### src/mirb_pkg.sv
// Shared types and constants of the missing-number bitmap block.
// No dependencies; used by the front, back and top-level modules of the block.
package mirb_pkg;

   localparam int REG_W   = 6;
   localparam int NUM_W   = 6;
   localparam int VALUE_W = 32;
   localparam int RSP_DATA_W = 8;

   localparam logic [REG_W-1:0] RANGE_LOW_RESET  = 6'd0;
   localparam logic [REG_W-1:0] RANGE_HIGH_RESET = 6'd63;

   typedef enum logic {
      REG_RANGE_LOW  = 1'b0,
      REG_RANGE_HIGH = 1'b1
   } reg_index_type;

   typedef enum logic {
      OP_VALUE = 1'b0,
      OP_END   = 1'b1
   } op_type;

   typedef enum logic [2:0] {
      BK_CLEAR,
      BK_IDLE,
      BK_READ,
      BK_EVAL,
      BK_DONE
   } back_state_type;

endpackage

### src/mirb_ram.sv
// Generic single-write, single-read RAM with registered read data.
// No dependencies.
module mirb_ram #(
   parameter int WIDTH = 1,
   parameter int DEPTH = 64
) (
   input  logic                     clock,
   input  logic                     we,
   input  logic [$clog2(DEPTH)-1:0] waddr,
   input  logic [WIDTH-1:0]         wdata,
   input  logic                     re,
   input  logic [$clog2(DEPTH)-1:0] raddr,
   output logic [WIDTH-1:0]         rdata
);

   logic [WIDTH-1:0] mem_ff [DEPTH];
   logic [WIDTH-1:0] rdata_ff;

   always_ff @(posedge clock) begin
      if (we) begin
         mem_ff[waddr] <= wdata;
      end
      if (re) begin
         rdata_ff <= mem_ff[raddr];
      end
   end

   assign rdata = rdata_ff;

endmodule

### src/mirb_fifo.sv
// Small queue between the classifying front end and the bitmap back end.
// No dependencies.
module mirb_fifo #(
   parameter int WIDTH = 8,
   parameter int DEPTH = 4
) (
   input  logic             clock,
   input  logic             reset,
   input  logic             push,
   input  logic [WIDTH-1:0] push_data,
   output logic             full,
   input  logic             pop,
   output logic [WIDTH-1:0] pop_data,
   output logic             empty
);

   localparam int PTR_W = $clog2(DEPTH);

   logic [WIDTH-1:0] slot_ff [DEPTH];
   logic [PTR_W-1:0] wr_ptr_ff, wr_ptr_in;
   logic [PTR_W-1:0] rd_ptr_ff, rd_ptr_in;
   logic [PTR_W:0]   count_ff, count_in;
   logic             do_push, do_pop;

   assign full     = (count_ff == (PTR_W+1)'(DEPTH));
   assign empty    = (count_ff == '0);
   assign do_push  = push && !full;
   assign do_pop   = pop && !empty;
   assign pop_data = slot_ff[rd_ptr_ff];

   always_comb begin
      wr_ptr_in = do_push ? wr_ptr_ff + 1'b1 : wr_ptr_ff;
      rd_ptr_in = do_pop ? rd_ptr_ff + 1'b1 : rd_ptr_ff;
      count_in  = count_ff;
      if (do_push && !do_pop) begin
         count_in = count_ff + 1'b1;
      end else if (do_pop && !do_push) begin
         count_in = count_ff - 1'b1;
      end
   end

   always_ff @(posedge clock) begin
      if (reset) begin
         wr_ptr_ff <= '0;
         rd_ptr_ff <= '0;
         count_ff  <= '0;
      end else begin
         wr_ptr_ff <= wr_ptr_in;
         rd_ptr_ff <= rd_ptr_in;
         count_ff  <= count_in;
      end
   end

   always_ff @(posedge clock) begin
      if (do_push) begin
         slot_ff[wr_ptr_ff] <= push_data;
      end
   end

endmodule

### src/mirb_front.sv
// Front end: takes request words, drops values outside the range, queues the rest.
// Depends on mirb_pkg.
module mirb_front #(
   parameter int AW = 6
) (
   input  logic                        req_tvalid,
   output logic                        req_tready,
   input  logic [mirb_pkg::VALUE_W-1:0] req_tdata,
   input  logic                        req_tlast,
   input  logic [AW-1:0]               lo,
   input  logic [AW-1:0]               hi,
   input  logic                        clearing,
   input  logic                        fifo_full,
   output logic                        push,
   output logic [AW:0]                 push_data
);
   import mirb_pkg::*;

   logic               accept;
   logic               is_end;
   logic               in_range;
   logic [VALUE_W-1:0] lo_ext, hi_ext;

   assign lo_ext   = VALUE_W'(lo);
   assign hi_ext   = VALUE_W'(hi);
   assign is_end   = (op_type'(req_tlast) == OP_END);
   assign in_range = !req_tdata[VALUE_W-1] && (req_tdata >= lo_ext) && (req_tdata <= hi_ext);

   assign req_tready = !fifo_full && !clearing;
   assign accept     = req_tvalid && req_tready;
   assign push       = accept && (is_end || in_range);
   assign push_data  = {is_end, req_tdata[AW-1:0]};

endmodule

### src/mirb_back.sv
// Back end: marks the bitmap, scans it on an end word, drives the result register and clears the bitmap.
// Depends on mirb_pkg; drives one mirb_ram through its port signals.
module mirb_back #(
   parameter int VALUE_SPACE = 64,
   parameter int AW = 6
) (
   input  logic                          clock,
   input  logic                          reset,
   input  logic [AW-1:0]                 lo,
   input  logic [AW-1:0]                 hi,
   input  logic                          fifo_empty,
   input  logic [AW:0]                   fifo_data,
   output logic                          fifo_pop,
   output logic                          clearing,
   output logic                          ram_we,
   output logic [AW-1:0]                 ram_waddr,
   output logic                          ram_wdata,
   output logic                          ram_re,
   output logic [AW-1:0]                 ram_raddr,
   input  logic                          ram_rdata,
   output logic                          rsp_tvalid,
   input  logic                          rsp_tready,
   output logic [mirb_pkg::RSP_DATA_W-1:0] rsp_tdata,
   output logic                          rsp_tlast,
   output logic                          rsp_tuser
);
   import mirb_pkg::*;

   localparam logic [AW-1:0] MAX_IDX = AW'(VALUE_SPACE - 1);

   back_state_type state_ff, state_in;
   logic [AW-1:0]    cur_ff, cur_in;
   logic [AW-1:0]    pend_ff, pend_in;
   logic             pend_v_ff, pend_v_in;
   logic [AW-1:0]    clr_cnt_ff, clr_cnt_in;
   logic             rsp_valid_ff, rsp_valid_in;
   logic [NUM_W-1:0] rsp_num_ff, rsp_num_in;
   logic             rsp_last_ff, rsp_last_in;
   logic             rsp_empty_ff, rsp_empty_in;
   logic             out_free;
   logic             missing;

   assign out_free = !rsp_valid_ff || rsp_tready;
   assign missing  = !ram_rdata;
   assign clearing = (state_ff == BK_CLEAR);

   always_comb begin
      state_in     = state_ff;
      cur_in       = cur_ff;
      pend_in      = pend_ff;
      pend_v_in    = pend_v_ff;
      clr_cnt_in   = clr_cnt_ff;
      rsp_valid_in = rsp_valid_ff && !rsp_tready;
      rsp_num_in   = rsp_num_ff;
      rsp_last_in  = rsp_last_ff;
      rsp_empty_in = rsp_empty_ff;
      fifo_pop     = 1'b0;
      ram_we       = 1'b0;
      ram_waddr    = cur_ff;
      ram_wdata    = 1'b0;
      ram_re       = 1'b0;
      ram_raddr    = cur_ff;
      case (state_ff)
         BK_CLEAR: begin
            ram_we     = 1'b1;
            ram_waddr  = clr_cnt_ff;
            clr_cnt_in = clr_cnt_ff + 1'b1;
            if (clr_cnt_ff == MAX_IDX) begin
               state_in = BK_IDLE;
            end
         end
         BK_IDLE: begin
            if (!fifo_empty) begin
               fifo_pop = 1'b1;
               if (fifo_data[AW]) begin
                  pend_v_in = 1'b0;
                  cur_in    = lo;
                  state_in  = (lo <= hi) ? BK_READ : BK_DONE;
               end else begin
                  ram_we    = 1'b1;
                  ram_waddr = fifo_data[AW-1:0];
                  ram_wdata = 1'b1;
               end
            end
         end
         BK_READ: begin
            ram_re   = 1'b1;
            state_in = BK_EVAL;
         end
         BK_EVAL: begin
            if (!(missing && pend_v_ff && !out_free)) begin
               ram_we = 1'b1;
               if (missing) begin
                  if (pend_v_ff) begin
                     rsp_valid_in = 1'b1;
                     rsp_num_in   = NUM_W'(pend_ff);
                     rsp_last_in  = 1'b0;
                     rsp_empty_in = 1'b0;
                  end
                  pend_in   = cur_ff;
                  pend_v_in = 1'b1;
               end
               if (cur_ff == hi) begin
                  state_in = BK_DONE;
               end else begin
                  cur_in   = cur_ff + 1'b1;
                  state_in = BK_READ;
               end
            end
         end
         BK_DONE: begin
            if (out_free) begin
               rsp_valid_in = 1'b1;
               rsp_num_in   = pend_v_ff ? NUM_W'(pend_ff) : '0;
               rsp_last_in  = 1'b1;
               rsp_empty_in = !pend_v_ff;
               pend_v_in    = 1'b0;
               clr_cnt_in   = '0;
               state_in     = BK_CLEAR;
            end
         end
         default: begin
            state_in = BK_IDLE;
         end
      endcase
   end

   always_ff @(posedge clock) begin
      if (reset) begin
         state_ff     <= BK_CLEAR;
         clr_cnt_ff   <= '0;
         pend_v_ff    <= 1'b0;
         rsp_valid_ff <= 1'b0;
      end else begin
         state_ff     <= state_in;
         clr_cnt_ff   <= clr_cnt_in;
         pend_v_ff    <= pend_v_in;
         rsp_valid_ff <= rsp_valid_in;
      end
   end

   always_ff @(posedge clock) begin
      cur_ff       <= cur_in;
      pend_ff      <= pend_in;
      rsp_num_ff   <= rsp_num_in;
      rsp_last_ff  <= rsp_last_in;
      rsp_empty_ff <= rsp_empty_in;
   end

   assign rsp_tvalid = rsp_valid_ff;
   assign rsp_tdata  = RSP_DATA_W'(rsp_num_ff);
   assign rsp_tlast  = rsp_last_ff;
   assign rsp_tuser  = rsp_empty_ff;

endmodule

### src/missing_in_range_bitmap.sv
// Top level of the missing-number bitmap block: range registers, front, queue, back, RAM.
// Depends on mirb_pkg, mirb_front, mirb_fifo, mirb_back and mirb_ram.
//
// Value words mark their number in a presence bitmap when it lies within
// range_low..range_high (bounds saturate to VALUE_SPACE-1); other values are dropped.
// Words may arrive every cycle while the queue is not full and no clearing pass runs.
// An end word (tlast high) starts a scan of the range in the bitmap RAM: a read state
// and an evaluate state per range number, set by the RAM's registered read, then a done
// state; the scan can stall while rsp_tready is low. Each missing number leaves as one
// rsp word in ascending order, the last with tlast; with nothing missing one word with
// tuser set and number 0 is sent. A four-entry queue keeps accepting words during a
// scan until it is full. After reset, and again after the last rsp word of each end word
// is registered, a clearing pass over every bitmap entry runs with req_tready low.
module missing_in_range_bitmap #(
   parameter int VALUE_SPACE = 64
) (
   input  logic                             clock,
   input  logic                             reset,
   // tdata: value[31:0]; tlast: op (end of sequence)
   input  logic                             req_tvalid,
   output logic                             req_tready,
   input  logic [mirb_pkg::VALUE_W-1:0]     req_tdata,
   input  logic                             req_tlast,
   // tdata: number[5:0], zero[7:6]; tlast: last; tuser: empty_res
   output logic                             rsp_tvalid,
   input  logic                             rsp_tready,
   output logic [mirb_pkg::RSP_DATA_W-1:0]  rsp_tdata,
   output logic                             rsp_tlast,
   output logic                             rsp_tuser,
   input  logic                             csr_we,
   input  logic                             csr_index,
   input  logic [mirb_pkg::REG_W-1:0]       csr_wdata
);
   import mirb_pkg::*;

   localparam int          AW         = $clog2(VALUE_SPACE);
   localparam int          FIFO_DEPTH = 4;
   localparam logic [31:0] MAX_BOUND  = 32'(VALUE_SPACE - 1);

   logic [REG_W-1:0] range_low_ff, range_low_in;
   logic [REG_W-1:0] range_high_ff, range_high_in;
   logic [31:0]      low_ext, high_ext;
   logic [31:0]      low_sat, high_sat;
   logic [AW-1:0]    lo, hi;
   logic             clearing;
   logic             fifo_full, fifo_empty, fifo_push, fifo_pop;
   logic [AW:0]      fifo_push_data, fifo_pop_data;
   logic             ram_we, ram_re, ram_wdata, ram_rdata;
   logic [AW-1:0]    ram_waddr, ram_raddr;

   always_comb begin
      range_low_in  = range_low_ff;
      range_high_in = range_high_ff;
      if (csr_we) begin
         case (reg_index_type'(csr_index))
            REG_RANGE_LOW:  range_low_in  = csr_wdata;
            REG_RANGE_HIGH: range_high_in = csr_wdata;
            default: begin
            end
         endcase
      end
   end

   always_ff @(posedge clock) begin
      if (reset) begin
         range_low_ff  <= RANGE_LOW_RESET;
         range_high_ff <= RANGE_HIGH_RESET;
      end else begin
         range_low_ff  <= range_low_in;
         range_high_ff <= range_high_in;
      end
   end

   assign low_ext  = 32'(range_low_ff);
   assign high_ext = 32'(range_high_ff);
   assign low_sat  = (low_ext > MAX_BOUND) ? MAX_BOUND : low_ext;
   assign high_sat = (high_ext > MAX_BOUND) ? MAX_BOUND : high_ext;
   assign lo       = low_sat[AW-1:0];
   assign hi       = high_sat[AW-1:0];

   mirb_front #(
      .AW (AW)
   ) u_front (
      .req_tvalid (req_tvalid),
      .req_tready (req_tready),
      .req_tdata  (req_tdata),
      .req_tlast  (req_tlast),
      .lo         (lo),
      .hi         (hi),
      .clearing   (clearing),
      .fifo_full  (fifo_full),
      .push       (fifo_push),
      .push_data  (fifo_push_data)
   );

   mirb_fifo #(
      .WIDTH (AW + 1),
      .DEPTH (FIFO_DEPTH)
   ) u_fifo (
      .clock     (clock),
      .reset     (reset),
      .push      (fifo_push),
      .push_data (fifo_push_data),
      .full      (fifo_full),
      .pop       (fifo_pop),
      .pop_data  (fifo_pop_data),
      .empty     (fifo_empty)
   );

   mirb_back #(
      .VALUE_SPACE (VALUE_SPACE),
      .AW          (AW)
   ) u_back (
      .clock      (clock),
      .reset      (reset),
      .lo         (lo),
      .hi         (hi),
      .fifo_empty (fifo_empty),
      .fifo_data  (fifo_pop_data),
      .fifo_pop   (fifo_pop),
      .clearing   (clearing),
      .ram_we     (ram_we),
      .ram_waddr  (ram_waddr),
      .ram_wdata  (ram_wdata),
      .ram_re     (ram_re),
      .ram_raddr  (ram_raddr),
      .ram_rdata  (ram_rdata),
      .rsp_tvalid (rsp_tvalid),
      .rsp_tready (rsp_tready),
      .rsp_tdata  (rsp_tdata),
      .rsp_tlast  (rsp_tlast),
      .rsp_tuser  (rsp_tuser)
   );

   mirb_ram #(
      .WIDTH (1),
      .DEPTH (VALUE_SPACE)
   ) u_seen_map (
      .clock (clock),
      .we    (ram_we),
      .waddr (ram_waddr),
      .wdata (ram_wdata),
      .re    (ram_re),
      .raddr (ram_raddr),
      .rdata (ram_rdata)
   );

endmodule

### config.mk
export PLATFORM = sky130hd
export DESIGN_NAME = missing_in_range_bitmap
export DESIGN_NICKNAME = d
export VERILOG_FILES = /design/src/mirb_pkg.sv /design/src/mirb_ram.sv /design/src/mirb_fifo.sv /design/src/mirb_front.sv /design/src/mirb_back.sv /design/src/missing_in_range_bitmap.sv
export SDC_FILE = /design/constraint.sdc
export NUM_CORES = 1
export LEC_CHECK = 0
export BUFFER_PORTS_ARGS = -buffer_cell sky130_fd_sc_hd__clkbuf_2
export CAP_MARGIN = 25
export CORE_AREA = 2 2 112 136
export CTS_CLUSTER_SIZE = 20
export DETAILED_ROUTE_END_ITERATION = 7
export DIE_AREA = 0 0 114 138
export PLACE_DENSITY = 0.68
export SLEW_MARGIN = 15
export SYNTH_ARGS = -nofsm -noshare
export SYNTH_HDL_FRONTEND = slang
export SYNTH_SLANG_ARGS = --single-unit
### constraint.sdc
create_clock -name clock -period 5.26 [get_ports clock]
set_clock_uncertainty 0.1 [all_clocks]
set_input_delay 0.263 -clock clock [delete_from_list [all_inputs] [get_ports clock]]
set_output_delay 0.263 -clock clock [all_outputs]
set_load 0.05 [all_outputs]
==> summary.md <==
| Metric | Value |
|---|---|
| Largest area contributor in the netlist | `sky130_fd_sc_hd__edfxtp_1` |
| Met2 Usage GRT | `approximately a third` |
| Status | `completed` |
| Total of buffers placed on input and output ports | `54` |
| Total standard cell area after synthesis | `7114 µm²` |
| Path type of the worst min-delay path | `input port to register` |
| X dimension of the die | `114 µm` |
| Remaining global-route overflow | `0` |
| Commonest cells after routing, fill and taps aside | `sky130_fd_sc_hd__edfxtp_1 (113), sky130_fd_sc_hd__nor2_1 (100), sky130_fd_sc_hd__clkbuf_2 (54)` |
| Placeable core region | `14590 µm²` |
| Fraction of layout cells with a size suffix above 1 | `20.03%` |
| Number of distinct standard cells referenced by the synthesized netlist | `68` |
| Endpoints failing setup | `0` |
| Htree depth | `4` |
| Area of the multi-input gates | `2849 µm²` |
| Placement Rows | `49` |
| Max Freq | `257.3 MHz` |
| Data required time at the worst endpoint | `~5.5 ns` |
| Overall fraction of global-route tracks in use | `20.59%` |
| Kind of cell adding the most delay to the critical path | `compound AO/OA/AOI/OAI gates` |
| Clk Latency, worst-skew pair | `approximately 0.42 ns` |
| Residual DRC count | `0` |
| Average footprint of a synthesized cell | `12.24 µm²` |
| Worst-case setup margin in the final layout | `1.373 ns` |
| Hold Fails Final Rpt | `0` |
| Number of global-route vias before repair | `4890` |
| Most used DFF post-synth | `sky130_fd_sc_hd__edfxtp_1` |
| Leak pwr | `3.026 nW` |
| Number of storage elements in the synthesis netlist | `145` |
| CP dominant cell by count | `sky130_fd_sc_hd__a21oi_1` |
| Routing layer with the top usage in global route | `met2` |
| Number of top-level design ports | `57` |
| Post-DP Area | `roughly 7500 µm²` |
| Area of all sequential standard cells | `4034 µm²` |
| Total negative setup slack | `0 ns` |
| Total CTS buffers | `17` |
| Max clock buf depth | `2` |
| Estimated wirelength of the detail-placed design | `10.90 mm` |
| Crit-path max cell delay | `around 0.69 ns` |
| First-pass GRT wire length | `24.88 mm` |
| Global routing met1 resource utilization | `between 20% and 30%` |
| Net total in the final layout | `707` |
| TritonCTS Sinks | `roughly 150` |
| Final period demand of the worst path | `roughly 3.9 ns` |
| Last weighted congestion value of the routability-driven placer | `~0.9` |
| Count of vias placed by the detailed router | `4820` |
| Fin area | `between 8000 and 9000 µm²` |
| Fill cell total of the finished layout | `1208` |
| Routed wire length per instance | `18.69 µm` |
| Number of violations reported at the end of detailed-routing iteration 0 | `376` |
| CP bufs+invs | `1` |
| CP Launch Type | `register` |
| Antenna-violating nets left | `0` |
| Largest net degree at the start of global routing | `between 40 and 50` |
| Post-synthesis async set-or-reset flop share | `0%` |
| Worst slew margin relative to its limit | `between 30% and 40%` |
| Synth warnings | `0` |
| Global routing usage on met3 | `between 4 and 5%` |
| Number of max-cap violations | `0` |
| Antenna cells | `0` |
| Number of setup buffers added after CTS | `0` |
| Proportion of netlist area held by the largest area contributor | `47.70%` |
| Arrival time reported for the critical path endpoint | `4.12 ns` |
| Crit path capture type | `register` |
| Sequential element share of the synthesized area | `56.70%` |
| Starting density of the core | `~49%` |
| RSZ-0062 raised after global routing | `false` |
| Top area cells in the synthesized netlist | `sky130_fd_sc_hd__edfxtp_1 (48%), sky130_fd_sc_hd__dfxtp_1 (9.0%), sky130_fd_sc_hd__mux4_2 (6.3%)` |
| Portion of the clock cycle consumed by the worst path in the final layout | `approximately 74%` |
| Total power per unit cell area | `301.6 nW/µm²` |
| Clock input transition at the sequential cells of the worst setup and hold paths | `0.06 ns` |
| P&R area growth vs syn | `14.30%` |
| Number of cells produced by synthesis | `581` |
| Total detailed-routing wirelength | `15.45 mm` |
| Minimum setup slack after placement | `1.418 ns` |
| Number of vias per cell | `5.828` |
| CTS tree | `yes` |
| Root buffer cell | `sky130_fd_sc_hd__clkbuf_16` |
| Height of the die | `138 µm` |
| Transition time at the pin with the least slew margin | `0.9508 ns` |
| Most common cell after layout, fill and taps aside | `sky130_fd_sc_hd__edfxtp_1` |
| Worst IR Drop VDD | `about 0.00018 V` |
| Full die area | `15730 µm²` |
| Max Slew Vio Count | `0` |
| Number of enable flip-flop cells after synthesis | `113` |
| Number of antenna violations at the first check in global routing | `0` |
| First drt pass iteration count | `4` |
| Slowest cell on the critical path | `sky130_fd_sc_hd__a211oi_1` |
| Cell breakdown of the critical path | `nor3b_1 > nor2_1 > a21oi_1 > nand2_1 > a211oi_1 > ha_1 > inv_1 > fa_1 > xor2_1 > or3_1 > a21oi_1` |
| Setup Crit Path Kind | `register to register` |
| CP Max Fanout | `12` |
==> flip-flops by register name, indices dropped and copies added (netlist names), 3 cells and up, named ones only <==
name               flops
range_high_ff          6
range_low_ff           6
u_back.clr_cnt_ff      6
u_back.pend_ff         6
u_back.ram_raddr       6
u_back.rsp_num_ff      6
u_back.state_ff        3
u_fifo.count_ff        3
u_fifo.slot_ff        28
u_seen_map.mem_ff     64
==> layer usage <==
layer | vias to the layer above | share of wire [%]
met3 | 30 | 4.9
li1 | 2277 | -
met5 | - | 0
met4 | 0 | 2.4
met1 | 2359 | 42
met2 | 154 | 51
==> logic make-up (layout without fill, tap and decap cells) <==
group | count (synthesis) | in the layout | share of synthesized area, %
simple gates | 219 | 219 | 15.53
flops | 145 | 145 | 56.70
buf+inv | 59 | 126 | 3.394
fa+ha+maj | 26 | 26 | 4.678
xor+xnor | 17 | 17 | 2.093
compound gates | 81 | 81 | 8.178
other cells | 1 | 2 | 0.05271
mux | 33 | 33 | 9.374
==> worst paths after layout <==
| path | start | slack [ns] | to | cells past startpoint |
|---|---|---|---|---|
| worst max register to register | u_back.state_ff[0] | 1.37 | u_fifo.count_ff[2] | 11 |
| worst max-delay path | u_back.state_ff[0] | 1.37 | u_fifo.count_ff[2] | 11 |
| worst min-delay path | req_tdata[3] | 0.01 | u_fifo.slot_ff[0][3] | 1 |
| worst min register to register | u_back.clr_cnt_ff[5] | 0.41 | u_back.clr_cnt_ff[5] | 2 |
==> layout make-up <==
type,instances,share of cell area [%]
sequential,145,49.61
multi-input combinational,378,35.04
clock buffer,17,5.232
timing repair buffer,65,4.555
tap,178,2.739
clock inverter,15,1.493
inverter,29,1.339
==> power breakdown <==
part           total [mW]  internal [mW]  switching [mW]
combinational       0.109         0.0459          0.0632
sequential           1.24           1.23          0.0100
clock                1.10          0.642           0.458
==> synth_stat cells, drive strengths merged, types with 6 or more instances <==
master and number:
and3 6, nor3 15, nand2b 8, nand4b 6, xnor2 8, a211o 6
inv 28, nand3 12, edfxtp 113, xor2 9, nor2 101, ha 25
buf 11, a21oi 21, nand2 20, mux4 25, clkbuf 19, a21o 8
a211oi 7, dfxtp 32, nor4 6, o21ai 11, nor2b 12
==> through the flow <==
stage | std cells | hold slack, ns | util (%) | total power, mW
after floorplan | 582 | 0.2619 | - | 1.329
after global placement | 788 | 0.3851 | 51.50 | 1.366
after detailed placement | 788 | 0.4028 | 51.50 | 1.370
after CTS | 827 | 0.006429 | 55.73 | 2.471
after global routing | 827 | 0.01313 | 55.73 | 2.535
final | 827 | 0.01428 | 55.73 | 2.452
==> worst reg2reg max path: cells and delay by family (launching register included) <==
family	cells	cell delay, ns
fa+ha+maj	2	0.75
xor+xnor	1	0.17
flops	1	0.52
buf+inv	1	0.07
compound gates	3	1.11
simple gates	4	1.09
==> timing repair <==
action / 4_1_cts / 5_1_grt
hold buffers: 7 / 0
hold endpoints to repair: 10 / 0
gates resized for setup: 0 / 0
Note: power is estimated with default switching activity, not from simulation.
